--- config.mk ---
export PLATFORM = sky130hd
export DESIGN_NAME = bse_ram
export DESIGN_NICKNAME = d
export VERILOG_FILES = /design/src/bse_ram.sv
export SDC_FILE = /design/constraint.sdc
export NUM_CORES = 1
export LEC_CHECK = 0
export ABC_CLOCK_PERIOD_IN_PS = 3600
export BUFFER_PORTS_ARGS = -buffer_cell sky130_fd_sc_hd__buf_2
export CAP_MARGIN = 20
export CORE_ASPECT_RATIO = 0.5
export CORE_MARGIN = 4
export CORE_UTILIZATION = 55
export CTS_CLUSTER_DIAMETER = 40
export DETAILED_ROUTE_END_ITERATION = 16
export GPL_TIMING_DRIVEN = 1
export PLACE_DENSITY = 0.71
export RECOVER_POWER = 100
export SYNTH_ARGS = -nofsm -noshare
export SYNTH_HDL_FRONTEND = slang
export SYNTH_SLANG_ARGS = --single-unit
--- constraint.sdc ---
create_clock -name clk -period 3.6 [get_ports clk]
set_input_delay 0.36 -clock clk [delete_from_list [all_inputs] [get_ports clk]]
set_output_delay 0.36 -clock clk [all_outputs]
set_load 0.03 [all_outputs]
--- src/bse_ram.sv ---
// generic simple dual-port ram with registered read
// no dependencies
`default_nettype none

module bse_ram #(
    parameter int WIDTH = 32,
    parameter int DEPTH = 16
) (
    input  wire logic                     clk,
    input  wire logic                     we,
    input  wire logic [$clog2(DEPTH)-1:0] waddr,
    input  wire logic [WIDTH-1:0]         wdata,
    input  wire logic [$clog2(DEPTH)-1:0] raddr,
    output logic      [WIDTH-1:0]         rdata
);

    logic [WIDTH-1:0] mem_reg [DEPTH];
    logic [WIDTH-1:0] rdata_reg;

    always_ff @(posedge clk)
    begin
        if (we)
        begin
            mem_reg[waddr] <= wdata;
        end
        rdata_reg <= mem_reg[raddr];
    end

    assign rdata = rdata_reg;

endmodule

`default_nettype wire

==> qor.csv <==
metric,value,unit
Final Hold Vio Count,0,
Congestion Overflow GR,0,
Int Pwr,0.0101,W
Yosys top cell by area,edfxtp_1,
# DRC,0,
"Max FO, Critical Path",19,
Switching Share,20.8,%
DIE AREA,39400,um2
Resize count post-CTS,0,
sequential power share,56.0,%
Slowest cell on crit path,nor2_1,
Logic pwr share,5.2,%
yosys warns,0,
Fmax,0.406,GHz
status,"finished, violations left",
drt wl/cell,28.0,um
clock sinks,544,
Least-Margin Pin Slew,1.90,ns
die span in x,277,um
"IR drop worst, VDD",0.326,mV
Max clock buf depth,3,
H-tree levels,2,
initial antenna violation count,0,
Worst Hold Class,input port to flop,
CORE AREA,35000,um2
die height,142,um
crit path time final,2.46,ns
diode count,0,
Clock power frac,38.8,%
Sw Pwr,0.00264,W
Row Count,48,
total power,0.0127,W
failing checks,"capacitance limit, slew limit",
Final #Nets,986,
CP Capture Type,flop,
area share of the largest cell type after synthesis,77.4,%
CTS root buffer,clkbuf_16,
Filler Cells Inserted,2284,
Netlist Area Pre-Place,19900,um2
Inserted Clock Buffers,46,
Max-Cap Viols,5,
total global-route track usage,21.1,%
clock latency on the worst-skew pair,0.56,ns
"Distinct cells, synth",18,
CTS tree,yes,
Routed WL,40.8,mm
final cell count without fillers,1456,
Synth area leaders,"edfxtp_1 (77%), mux4_2 (15%), dfxtp_1 (3.2%)",
initial core utilization,56.7,%
"Seq/Total Area, Yosys",80.7,%
CP required,3.84,ns
Tcrit/Tclk final,68.4,%
largest net degree at the start of global routing,48,
ratio of cells with drive above 1 in the final layout,24.8,%
worst stage delay on the critical path,1.47,ns
postcts setup bufs,0,
DP Wirelength,20.9,mm
clk_skew,0.0148,ns
placer congestion estimate,0.705,
Mapped Avg Cell Area,23.7,um2
area delta synth->final,12.6,%
"leading cell type in the layout, fill and taps excluded",edfxtp_1,
Slew Limit Headroom,-27.0,%
max FFs per register,512,
CP arrival,2.70,ns
power density cells,570,nW/um2
Slew Limit Fails,71,
worst-path cell chain,clkbuf_1 > nand2_1 > nor2_1 > buf_12,
#FFs+latches synth,544,
CTS Hold Bufs,0,
Synth Instances,838,
DRT iter0 DRCs,1039,
routed vias,9011,
Initial DRT Pass Iterations,5,
Placed Cells,1371,
Port-buffer cells,73,
vias in the first global route,9425,
"commonest non-fill, non-tap cells in the layout","edfxtp_1 (512), mux4_2 (128), clkbuf_1 (75)",
RSZ-0062 raised after global routing,no,
first-pass GRT wire length,61.2,mm
Crit Path Class,input port to flop,
io pins,74,
"Reg clk slew, reported paths",0.07,ns
leakage,7.03,nW
"antenna viol nets, final",0,
Synth Net Count,880,
Via density,6.19,
startpoint type of the worst setup path,input port,
final setup TNS,0,ns
final setup vio count,0,
metrics by stage:
stage               cell area (um2)  worst slack, ns  utilization (%)  hold slack (ns)
finish                        22400             1.14             63.8            0.304
global route                  22400            0.998             63.8            0.319
CTS                           22500             1.72             64.4            0.141
detailed placement            21000             1.13             60.1            0.659
global placement              21000             1.18             60.1            0.650
floorplan                     19900           0.0604                -            0.459
worst paths after layout:
path                                      from  cells past startpoint               to  slack (ns)
worst max-delay path                  waddr[0]                      4  mem_reg[15][25]        1.14
worst min-delay path                 wdata[11]                      1  mem_reg[10][11]        0.30
worst max register to register  mem_reg[7][28]                      3        rdata[28]        2.23
worst min register to register  mem_reg[15][0]                      3         rdata[0]        0.67
critical path, delay by kind of cell:
kind | cells | cell delay (ns)
and+or+nand+nor | 2 | 1.74
buffers and inverters | 2 | 0.58
layout make-up:
cell class                 instances  area, um2  share of cell area (%)
multi-input combinational        251       3690                    16.5
tap                              475        594                    2.66
clock inverter                    28        248                    1.11
clock buffer                      57       1250                    5.61
timing repair buffer             101        551                    2.46
sequential                       544      16000                    71.7
per-layer routing:
metal  global-route usage (%)  wire length [um]  up-vias  part of all wire, %
met4                     5.09               691        0                  1.7
met1                     29.3             16800     4842                   41
met2                     36.2             20600      329                   50
li1                         -                 -     3781                    -
met5                        0                 0        -                    0
met3                     3.59              2730       59                  6.7
Yosys cell counts:
cell type and n:
nand2_1 33, nand3b_1 2, or3b_2 1, a22oi_1 64
nor3_1 4, and2_1 1, mux4_2 128, clkbuf_1 17
nor2_1 13, dfxtp_1 32, nand3_1 1, buf_1 9
nand2b_1 2, nor2b_1 2, edfxtp_1 512, buf_2 4
buf_6 2, buf_4 11
cell families after synthesis:
kind of cell / after synthesis / synth area share, %
flip-flops: 544 / 80.7
multiplexers: 128 / 14.5
AO/OA/AOI/OAI: 64 / 2.42
AND/OR/NAND/NOR: 59 / 1.27
buffers and inverters: 43 / 1.12
power by group through the flow:
| stage | Clock (W) | Combinational (W) | Sequential, W |
|---|---|---|---|
| floorplan | 0 | 0.000340 | 0.00733 |
| global placement | 0 | 0.000677 | 0.00725 |
| detailed placement | 0 | 0.000696 | 0.00726 |
| CTS | 0.00502 | 0.000700 | 0.00712 |
| global route | 0.00531 | 0.000716 | 0.00713 |
| finish | 0.00494 | 0.000665 | 0.00712 |
Note: power is estimated with default switching activity, not from simulation.
