File: src/bse_pkg.sv
// shared types, constants and fixed-point helpers for the b-spline surface evaluator
// no dependencies; imported by bse_basis, bspline_surface_evaluate_unit and the testbench
`default_nettype none

package bse_pkg;

    localparam int FRAC_BITS  = 16;
    localparam int MAX_DEGREE = 3;
    localparam int KNOT_W     = 17;
    localparam int COORD_W    = 32;
    localparam int DEG_W      = 2;
    localparam int LAST_W     = 4;
    localparam int CMD_W      = 2;
    localparam int CFG_IDX_W  = 2;
    localparam int CFG_DATA_W = 4;
    localparam int ACC_W      = 62;

    localparam logic [KNOT_W-1:0]       KNOT_ONE   = KNOT_W'(1 << FRAC_BITS);
    localparam logic signed [63:0]      S32_MAX_64 = 64'sd2147483647;
    localparam logic signed [63:0]      S32_MIN_64 = -64'sd2147483648;
    localparam logic signed [63:0]      FRAC_ROUND = (64'sd1 <<< FRAC_BITS) - 64'sd1;
    localparam logic signed [ACC_W-1:0] ACC_LIM    = {2'b01, {(ACC_W-2){1'b0}}};

    typedef enum logic [CMD_W-1:0] {
        CMD_WRITE_U  = 2'd0,
        CMD_WRITE_V  = 2'd1,
        CMD_WRITE_PT = 2'd2,
        CMD_EVAL     = 2'd3
    } cmd_t;

    typedef enum logic [CFG_IDX_W-1:0] {
        CFG_U_DEGREE = 2'd0,
        CFG_V_DEGREE = 2'd1,
        CFG_U_LAST   = 2'd2,
        CFG_V_LAST   = 2'd3
    } cfg_idx_t;

    typedef enum logic [3:0] {
        BS_IDLE,
        BS_LOAD,
        BS_INIT,
        BS_STEP,
        BS_HALF,
        BS_DIV,
        BS_MUL,
        BS_ADD,
        BS_WRITE
    } bs_state_t;

    typedef enum logic [2:0] {
        ST_IDLE,
        ST_BASIS,
        ST_MAC,
        ST_DRAIN,
        ST_FINISH
    } top_state_t;

    // request from the top level to one basis unit
    typedef struct packed {
        logic              start;
        logic [DEG_W-1:0]  degree;
        logic [KNOT_W-1:0] param;
    } bs_req_t;

    function automatic logic signed [31:0] sat_s32(input logic signed [63:0] x);
        logic signed [31:0] r;
        if (x > S32_MAX_64)
        begin
            r = 32'sh7FFFFFFF;
        end
        else if (x < S32_MIN_64)
        begin
            r = 32'sh80000000;
        end
        else
        begin
            r = x[31:0];
        end
        return r;
    endfunction

    // divide by 2^FRAC_BITS, truncating toward zero
    function automatic logic signed [63:0] fx_shr(input logic signed [63:0] x);
        logic signed [63:0] r;
        if (x[63])
        begin
            r = (x + FRAC_ROUND) >>> FRAC_BITS;
        end
        else
        begin
            r = x >>> FRAC_BITS;
        end
        return r;
    endfunction

endpackage

`default_nettype wire

File: src/bse_basis.sv
// cox-de boor basis unit for one direction: knot line, basis line, serial divider
// depends on bse_pkg; reads its knot list from an external bse_ram
`default_nettype none

module bse_basis #(
    parameter int MAX_CTRL_PER_DIR = 16
) (
    input  wire logic                                   clk,
    input  wire logic                                   rst_n,
    input  wire bse_pkg::bs_req_t                       req,
    input  wire logic [$clog2(MAX_CTRL_PER_DIR)-1:0]    last,
    output logic      [$clog2(MAX_CTRL_PER_DIR+2)-1:0]  knot_addr,
    input  wire logic [bse_pkg::KNOT_W-1:0]             knot_data,
    output logic                                        done,
    output logic signed [bse_pkg::COORD_W-1:0]          basis_line [MAX_CTRL_PER_DIR]
);

    import bse_pkg::*;

    localparam int KA_W     = $clog2(MAX_CTRL_PER_DIR + 2);
    localparam int LINE_LEN = MAX_CTRL_PER_DIR + MAX_DEGREE + 2;
    localparam int POS_W    = $clog2(LINE_LEN + 1);
    localparam int CMP_W    = POS_W + 1;
    localparam int IDX_W    = $clog2(MAX_CTRL_PER_DIR);
    localparam int DIFF_W   = KNOT_W + 1;
    localparam int NUM_W    = KNOT_W + FRAC_BITS;
    localparam int QCNT_W   = $clog2(NUM_W + 1);

    bs_state_t state_reg, state_next;
    logic [POS_W-1:0]  pos_reg, pos_next;
    logic [DEG_W-1:0]  d_reg, d_next;
    logic              half_reg, half_next;
    logic              done_reg, done_next;
    logic              ld_valid_reg, ld_valid_next;
    logic              ld_zero_reg, ld_zero_next;
    logic              ld_one_reg, ld_one_next;
    logic              ld_last_reg, ld_last_next;
    logic [QCNT_W-1:0] dcnt_reg, dcnt_next;

    logic [DEG_W-1:0]         p_reg, p_next;
    logic [IDX_W-1:0]         m_reg, m_next;
    logic [KNOT_W-1:0]        u_reg, u_next;
    logic [KNOT_W-1:0]        lastk_reg, lastk_next;
    logic signed [32:0]       sum_reg, sum_next;
    logic signed [31:0]       ratio_reg, ratio_next;
    logic signed [63:0]       prod_reg, prod_next;
    logic [NUM_W-1:0]         quo_reg, quo_next;
    logic [KNOT_W-1:0]        rem_reg, rem_next;
    logic [KNOT_W-1:0]        den_reg, den_next;
    logic                     neg_reg, neg_next;

    logic [KNOT_W-1:0]        kv_line_reg [LINE_LEN];
    logic signed [31:0]       nb_line_reg [LINE_LEN];
    logic                     kv_shift, nb_shift;
    logic [KNOT_W-1:0]        kv_in;
    logic signed [31:0]       nb_in;

    logic [KNOT_W-1:0]        kv0, kv1, kvd, kvd1, ld_val;
    logic [CMP_W-1:0]         pos_ext, mp;
    logic signed [DIFF_W-1:0] a_num, a_den, b_num, b_den, h_num, h_den;
    logic signed [31:0]       h_nb, term;
    logic [KNOT_W:0]          div_shifted;
    logic                     div_ge, advance, in_span;
    logic signed [NUM_W:0]    q_mag, q_sig;

    // taps for the current degree pass
    always_comb
    begin
        kv0  = kv_line_reg[0];
        kv1  = kv_line_reg[1];
        kvd  = kv_line_reg[1];
        kvd1 = kv_line_reg[2];
        for (int k = 1; k <= MAX_DEGREE; k++)
        begin
            if (d_reg == DEG_W'(k))
            begin
                kvd  = kv_line_reg[k];
                kvd1 = kv_line_reg[k+1];
            end
        end
    end

    assign pos_ext = CMP_W'(pos_reg);
    assign mp      = CMP_W'(m_reg) + CMP_W'(p_reg);
    assign a_num   = $signed({1'b0, u_reg}) - $signed({1'b0, kv0});
    assign a_den   = $signed({1'b0, kvd}) - $signed({1'b0, kv0});
    assign b_num   = $signed({1'b0, kvd1}) - $signed({1'b0, u_reg});
    assign b_den   = $signed({1'b0, kvd1}) - $signed({1'b0, kv1});
    assign h_num   = half_reg ? b_num : a_num;
    assign h_den   = half_reg ? b_den : a_den;
    assign h_nb    = half_reg ? nb_line_reg[1] : nb_line_reg[0];
    assign ld_val  = ld_zero_reg ? '0 : (ld_one_reg ? KNOT_ONE : knot_data);
    assign term    = sat_s32(fx_shr(prod_reg));
    assign in_span = (kv0 <= u_reg && u_reg < kv1)
                  || (u_reg == lastk_reg && kv0 < kv1 && kv1 == lastk_reg);

    assign div_shifted = {rem_reg, quo_reg[NUM_W-1]};
    assign div_ge      = div_shifted >= {1'b0, den_reg};
    assign q_mag       = $signed({1'b0, quo_reg});
    assign q_sig       = neg_reg ? -q_mag : q_mag;

    assign knot_addr = KA_W'(pos_reg - POS_W'(p_reg));

    always_comb
    begin
        state_next    = state_reg;
        pos_next      = pos_reg;
        d_next        = d_reg;
        half_next     = half_reg;
        done_next     = done_reg;
        ld_valid_next = 1'b0;
        ld_zero_next  = ld_zero_reg;
        ld_one_next   = ld_one_reg;
        ld_last_next  = ld_last_reg;
        dcnt_next     = dcnt_reg;
        p_next        = p_reg;
        m_next        = m_reg;
        u_next        = u_reg;
        lastk_next    = lastk_reg;
        sum_next      = sum_reg;
        ratio_next    = ratio_reg;
        prod_next     = prod_reg;
        quo_next      = quo_reg;
        rem_next      = rem_reg;
        den_next      = den_reg;
        neg_next      = neg_reg;
        kv_shift      = 1'b0;
        kv_in         = kv_line_reg[0];
        nb_shift      = 1'b0;
        nb_in         = nb_line_reg[0];
        advance       = 1'b0;

        unique case (state_reg)
            BS_IDLE:
            begin
                if (req.start)
                begin
                    p_next     = req.degree;
                    m_next     = last;
                    u_next     = req.param;
                    done_next  = 1'b0;
                    pos_next   = '0;
                    state_next = BS_LOAD;
                end
            end
            BS_LOAD:
            begin
                // issue one knot read a cycle, shift the returned value in on the cycle after
                if (ld_valid_reg)
                begin
                    kv_shift = 1'b1;
                    kv_in    = ld_val;
                    if (ld_last_reg)
                    begin
                        lastk_next = ld_val;
                    end
                end
                if (pos_reg == POS_W'(LINE_LEN))
                begin
                    pos_next   = '0;
                    state_next = BS_INIT;
                end
                else
                begin
                    ld_valid_next = 1'b1;
                    ld_zero_next  = pos_ext < CMP_W'(p_reg);
                    ld_one_next   = pos_ext > CMP_W'(m_reg) + CMP_W'(1);
                    ld_last_next  = pos_ext == mp + CMP_W'(1);
                    pos_next      = pos_reg + POS_W'(1);
                end
            end
            BS_INIT:
            begin
                kv_shift = 1'b1;
                nb_shift = 1'b1;
                nb_in    = (pos_ext <= mp && in_span) ? 32'(signed'({1'b0, KNOT_ONE})) : '0;
                if (pos_reg == POS_W'(LINE_LEN - 1))
                begin
                    pos_next = '0;
                    if (p_reg == '0)
                    begin
                        done_next  = 1'b1;
                        state_next = BS_IDLE;
                    end
                    else
                    begin
                        d_next     = DEG_W'(1);
                        state_next = BS_STEP;
                    end
                end
                else
                begin
                    pos_next = pos_reg + POS_W'(1);
                end
            end
            BS_STEP:
            begin
                if (pos_ext + CMP_W'(d_reg) > mp)
                begin
                    // beyond this pass: entry keeps its value
                    kv_shift = 1'b1;
                    nb_shift = 1'b1;
                    advance  = 1'b1;
                end
                else if (u_reg < kv0 || u_reg > kvd1
                         || (nb_line_reg[0] == '0 && nb_line_reg[1] == '0))
                begin
                    kv_shift = 1'b1;
                    nb_shift = 1'b1;
                    nb_in    = '0;
                    advance  = 1'b1;
                end
                else
                begin
                    sum_next   = '0;
                    half_next  = 1'b0;
                    state_next = BS_HALF;
                end
            end
            BS_HALF:
            begin
                if (h_nb == '0 || h_den == '0)
                begin
                    if (half_reg)
                    begin
                        state_next = BS_WRITE;
                    end
                    else
                    begin
                        half_next = 1'b1;
                    end
                end
                else
                begin
                    quo_next   = {(h_num[DIFF_W-1] ? KNOT_W'(-h_num) : KNOT_W'(h_num)),
                                  {FRAC_BITS{1'b0}}};
                    den_next   = h_den[DIFF_W-1] ? KNOT_W'(-h_den) : KNOT_W'(h_den);
                    neg_next   = h_num[DIFF_W-1] ^ h_den[DIFF_W-1];
                    rem_next   = '0;
                    dcnt_next  = QCNT_W'(NUM_W);
                    state_next = BS_DIV;
                end
            end
            BS_DIV:
            begin
                if (dcnt_reg != '0)
                begin
                    rem_next  = div_ge ? KNOT_W'(div_shifted - {1'b0, den_reg})
                                       : div_shifted[KNOT_W-1:0];
                    quo_next  = {quo_reg[NUM_W-2:0], div_ge};
                    dcnt_next = dcnt_reg - QCNT_W'(1);
                end
                else
                begin
                    ratio_next = sat_s32({{(64-NUM_W-1){q_sig[NUM_W]}}, q_sig});
                    state_next = BS_MUL;
                end
            end
            BS_MUL:
            begin
                prod_next  = ratio_reg * h_nb;
                state_next = BS_ADD;
            end
            BS_ADD:
            begin
                sum_next = sum_reg + {term[31], term};
                if (half_reg)
                begin
                    state_next = BS_WRITE;
                end
                else
                begin
                    half_next  = 1'b1;
                    state_next = BS_HALF;
                end
            end
            BS_WRITE:
            begin
                kv_shift = 1'b1;
                nb_shift = 1'b1;
                nb_in    = sat_s32({{31{sum_reg[32]}}, sum_reg});
                advance  = 1'b1;
            end
            default:
            begin
                state_next = BS_IDLE;
            end
        endcase

        if (advance)
        begin
            if (pos_reg == POS_W'(LINE_LEN - 1))
            begin
                pos_next = '0;
                if (d_reg == p_reg)
                begin
                    done_next  = 1'b1;
                    state_next = BS_IDLE;
                end
                else
                begin
                    d_next     = d_reg + DEG_W'(1);
                    state_next = BS_STEP;
                end
            end
            else
            begin
                pos_next   = pos_reg + POS_W'(1);
                state_next = BS_STEP;
            end
        end
    end

    always_ff @(posedge clk or negedge rst_n)
    begin
        if (!rst_n)
        begin
            state_reg    <= BS_IDLE;
            pos_reg      <= '0;
            d_reg        <= '0;
            half_reg     <= 1'b0;
            done_reg     <= 1'b0;
            ld_valid_reg <= 1'b0;
            ld_zero_reg  <= 1'b0;
            ld_one_reg   <= 1'b0;
            ld_last_reg  <= 1'b0;
            dcnt_reg     <= '0;
        end
        else
        begin
            state_reg    <= state_next;
            pos_reg      <= pos_next;
            d_reg        <= d_next;
            half_reg     <= half_next;
            done_reg     <= done_next;
            ld_valid_reg <= ld_valid_next;
            ld_zero_reg  <= ld_zero_next;
            ld_one_reg   <= ld_one_next;
            ld_last_reg  <= ld_last_next;
            dcnt_reg     <= dcnt_next;
        end
    end

    // lines rotate so every tap sits at a fixed place
    always_ff @(posedge clk)
    begin
        p_reg     <= p_next;
        m_reg     <= m_next;
        u_reg     <= u_next;
        lastk_reg <= lastk_next;
        sum_reg   <= sum_next;
        ratio_reg <= ratio_next;
        prod_reg  <= prod_next;
        quo_reg   <= quo_next;
        rem_reg   <= rem_next;
        den_reg   <= den_next;
        neg_reg   <= neg_next;
        if (kv_shift)
        begin
            for (int k = 0; k < LINE_LEN - 1; k++)
            begin
                kv_line_reg[k] <= kv_line_reg[k+1];
            end
            kv_line_reg[LINE_LEN-1] <= kv_in;
        end
        if (nb_shift)
        begin
            for (int k = 0; k < LINE_LEN - 1; k++)
            begin
                nb_line_reg[k] <= nb_line_reg[k+1];
            end
            nb_line_reg[LINE_LEN-1] <= nb_in;
        end
    end

    assign done = done_reg;

    always_comb
    begin
        for (int k = 0; k < MAX_CTRL_PER_DIR; k++)
        begin
            basis_line[k] = nb_line_reg[k];
        end
    end

`ifndef SYNTHESIS
    a_div_den_nonzero: assert property (@(posedge clk) disable iff (!rst_n)
        (state_reg == BS_DIV && dcnt_reg != '0) |-> den_reg != '0)
        else $error("divider running on a zero denominator");

    a_done_idle: assert property (@(posedge clk) disable iff (!rst_n)
        done_reg |-> state_reg == BS_IDLE)
        else $error("basis flagged done while still busy");

    a_step_degree: assert property (@(posedge clk) disable iff (!rst_n)
        state_reg == BS_STEP |-> (d_reg != '0 && d_reg <= p_reg))
        else $error("recursion pass outside degree range");
`endif

endmodule

`default_nettype wire

File: config.mk
export PLATFORM = sky130hd
export DESIGN_NAME = bse_basis
export DESIGN_NICKNAME = d
export VERILOG_FILES = /design/src/bse_pkg.sv /design/src/bse_basis.sv
export SDC_FILE = /design/constraint.sdc
export NUM_CORES = 2
export LEC_CHECK = 0
export BUFFER_PORTS_ARGS = -buffer_cell sky130_fd_sc_hd__buf_2
export CORE_MARGIN = 3
export CORE_UTILIZATION = 55
export CTS_CLUSTER_DIAMETER = 40
export CTS_CLUSTER_SIZE = 16
export DETAILED_ROUTE_END_ITERATION = 8
export PLACE_DENSITY = 0.73
export RECOVER_POWER = 25
export SKIP_CTS_REPAIR_TIMING = 1
export SLEW_MARGIN = 20
export SYNTH_ARGS = -nofsm -noshare
export SYNTH_HDL_FRONTEND = slang
export SYNTH_SLANG_ARGS = --single-unit
File: constraint.sdc
create_clock -name clk -period 33.5 [get_ports clk]
set_input_delay 1.675 -clock clk [delete_from_list [all_inputs] [get_ports clk]]
set_output_delay 1.675 -clock clk [all_outputs]
set_load 0.005 [all_outputs]
==> results.py <==
metrics = {
    "sta": {
        "fmax_mhz": 99.2,
        "timing.final.crit_share": 0.301,
        "fin_crit_ps": 10080,
        "timing.hold.ws_ps": 394,
        "setup-violations-final": 0,
        "rsz0062_at_grt": "false",
        "max_slew_margin": 0.207,
        "fin_skew_ps": 65.7,
        "setup_tns_ps": 0,
        "final-max-slew-violation-count": 0,
        "hold_violations": 0,
        "worst_pin_slew_ps": 1190,
    },
    "floorplanning": {
        "die-area_sq_mm": 0.165,
        "die_y_microns": 406,
        "die_x_microns": 406,
        "core_sq_mm": 0.159,
        "initial_core_util": 0.555,
        "io_pins": 561,
        "num_rows": 146,
    },
    "critical_path": {
        "cp_slowest_stage_delay_ps": 880,
        "crit_top_cell": "fa_1",
        "rr_worst_depth": 26,
        "required_ps": 34000,
        "start_kind": "flip-flop",
        "cp-end-kind": "flip-flop",
        "timing.rr.end": "prod_reg[62]$_DFFE_PP_",
        "crit_family": "adder cells",
        "path_buf_inv": 5,
        "crit_type": "flip-flop to flip-flop",
        "critPathArrivalTime_ps": 10580,
        "endpoint": "prod_reg[62]$_DFFE_PP_",
        "cp-startpoint": "half_reg$_DFFE_PN0P_",
        "path_depth": 26,
        "worstReg2RegStart": "half_reg$_DFFE_PN0P_",
        "rrSetupSlack_ps": 23420,
        "crit_path_top_delay_cell": "fa_1",
        "critPathMaxFanout": 33,
    },
    "clock_tree": {
        "cts_sinks": 1289,
        "clk_path_buf_depth": 3,
        "cts_buffers": 136,
        "cts-htree-levels": 4,
        "cts_tree": "yes",
        "clockRootBuffer": "clkbuf_16",
        "path_clk_slew_ps": 70,
        "clk_latency_ps": 790,
    },
    "synthesis": {
        "avgSynthCellArea_sq_um": 12.2,
        "yosys_warnings": 0,
        "synth_edf_count": 1266,
        "yosys.area.top_type_share": 0.432,
        "synth_cell_types": 76,
        "syn_area_sq_mm": 0.0880,
        "yosys-top-cells-area": "edfxtp_1 (43%), fa_1 (25%), ha_1 (5.2%), inv_1 (4.7%), and2_1 (3.3%)",
        "synth_top_family_by_area": "adder cells",
        "synth_top_area_cell": "edfxtp_1",
        "synthAdderAreaFrac": 0.300,
        "synth-compound-area-share": 0.0542,
        "synth_xor_area_frac": 0.0261,
        "ys_seq_elements": 1289,
        "postSynth.asyncResetShare": 0.0178,
        "synth.net_count": 8688,
        "synth-simple-area-share": 0.108,
        "synth_mux_area_frac": 0.0140,
        "seq_area_frac_synth": 0.438,
        "synth_cells": 7189,
        "ys.flop_type": "edfxtp_1",
    },
    "drt": {
        "viasPerCell": 5.71,
        "drc": 0,
        "drtAntennaViolNets": 0,
        "vias": 56400,
        "drt_iter0_drc": 5023,
        "drt_first_pass_iters": 5,
        "postRouteWirelength_microns": 224000,
        "wire_per_inst_microns": 22.7,
    },
    "placed_design": {
        "io_buffers": 560,
        "gp_congestion": 0.947,
        "place_area_sq_mm": 0.0931,
        "hpwlAfterDp_microns": 169000,
    },
    "layout": {
        "fin_nets": 9185,
        "syn_to_final_growth_pct": 11.2,
        "fin_util": 0.617,
        "drive_gt1_frac": 0.125,
        "largest_reg_flops": 672,
        "final_cell_area_sq_mm": 0.0979,
        "fillers": 12100,
    },
    "global_routing": {
        "antenna_found_initial": 16,
        "grt_max_degree": 205,
        "grt-ovfl-total": 0,
        "grt_pass1_vias": 58300,
        "grt.total_usage": 0.277,
        "grt_first_pass_wirelength_microns": 345000,
    },
    "flow_run": {
        "maxCapViolations": 0,
    },
    "run_status": {
        "outcome": "finished, final reports clean",
    },
    "worst_hold_path": {
        "min_path_type": "flip-flop to flip-flop",
        "hold_start": "nb_line_reg[2][65]$_DFFE_PP_",
    },
}
==> stage by stage <==
| step | cells | setup slack [ps] |
|---|---|---|
| after floorplan | 7189 | 6170 |
| after global placement | 9620 | 23750 |
| after detailed placement | 9620 | 23510 |
| after CTS | 9865 | 23450 |
| after global routing | 9865 | 22880 |
| final | 9873 | 23420 |
==> how the worst min path moves through the flow <==
stage          cells past startpoint                             to
2_1_floorplan                      0  kv_line_reg[0][100]$_DFFE_PP_
3_3_place_gp                       0  nb_line_reg[2][109]$_DFFE_PP_
3_5_place_dp                       0  kv_line_reg[0][131]$_DFFE_PP_
4_1_cts                            0   kv_line_reg[0][86]$_DFFE_PP_
5_1_grt                            0  nb_line_reg[1][254]$_DFFE_PP_
6_report                           0   nb_line_reg[2][33]$_DFFE_PP_
==> layout make-up <==
type | count | area [sq um] | share of cell area
clock buffer | 151 | 3490 | 0.0357
sequential | 1289 | 38600 | 0.394
inverter | 1103 | 4140 | 0.0423
timing repair buffer | 645 | 3490 | 0.0357
antenna | 8 | 20.0 | 0.000205
multi-input combinational | 4511 | 44300 | 0.453
tap | 2072 | 2590 | 0.0265
clock inverter | 94 | 1240 | 0.0126
==> metal layers <==
layer  track usage  share of wire  vias up  wire (microns)
met3        0.0412          0.074      471           16500
met4         0.109          0.041        4            9250
met2         0.463           0.49     2354          111000
met5             0       0.000094        -              21
met1         0.366           0.39    28900           87300
li1              -              -    24600               -
==> cell families after synthesis <==
logic type                 after synthesis
AOI/OAI and AO/OA                      763
xor gates and xnor gates               262
adders and majority gates             1457
buffers and inverters                 1389
DFF                                   1289
muxes                                  116
and+or+nand+nor                       1913
==> synthesized netlist by cell type (16+ instances only) <==
cell and count:
edfxtp_1 1266, inv_1 1103, fa_1 1091, nand2_1 710, and2_1 466, ha_1 365, clkbuf_1 274, nor2_1 268
o21ai_0 220, a21oi_1 174, xnor2_1 154, nor2b_1 113, xor2_1 108, a21o_1 81, mux2i_1 62, nor3_1 62
mux2_2 54, nand3_1 54, nand4_1 43, and3_1 42, o21a_1 38, nand2b_1 36, nor4_1 36, a211oi_1 32
o21ai_1 30, a31oi_1 28, dfrtp_1 23, o31ai_1 22, o21bai_1 19, or2_2 16
==> placed cells by master, fill, tap and decap left out, types with 16 or more instances in the layout <==
| master | Yosys | final |
|---|---|---|
| nor2b_1 | 113 | 111 |
| dfrtp_1 | 23 | 22 |
| nand2_1 | 710 | 710 |
| a31oi_1 | 28 | 27 |
| nor3_1 | 62 | 61 |
| nand3_1 | 54 | 54 |
| mux2i_1 | 62 | 59 |
| a211oi_1 | 32 | 32 |
| inv_1 | 1103 | 1102 |
| xor2_1 | 108 | 108 |
| a21oi_1 | 174 | 174 |
| nand4_1 | 43 | 43 |
| o21ai_1 | 30 | 31 |
| and2_1 | 466 | 465 |
| edfxtp_1 | 1266 | 1266 |
| a21o_1 | 81 | 80 |
| xnor2_1 | 154 | 154 |
| o21bai_1 | 19 | 19 |
| and3_1 | 42 | 42 |
| clkbuf_16 | 0 | 137 |
| ha_1 | 365 | 363 |
| or2_2 | 16 | 16 |
| nand2b_1 | 36 | 36 |
| buf_4 | 0 | 81 |
| o21ai_0 | 220 | 218 |
| o31ai_1 | 22 | 22 |
| o21a_1 | 38 | 38 |
| nor2_1 | 268 | 267 |
| nor4_1 | 36 | 35 |
| buf_2 | 0 | 560 |
| mux2_2 | 54 | 54 |
| fa_1 | 1091 | 1091 |
Power is left out: the tool's default activity adds up to more than one toggle a clock period on the data nets, which glitch-free logic cannot reach.
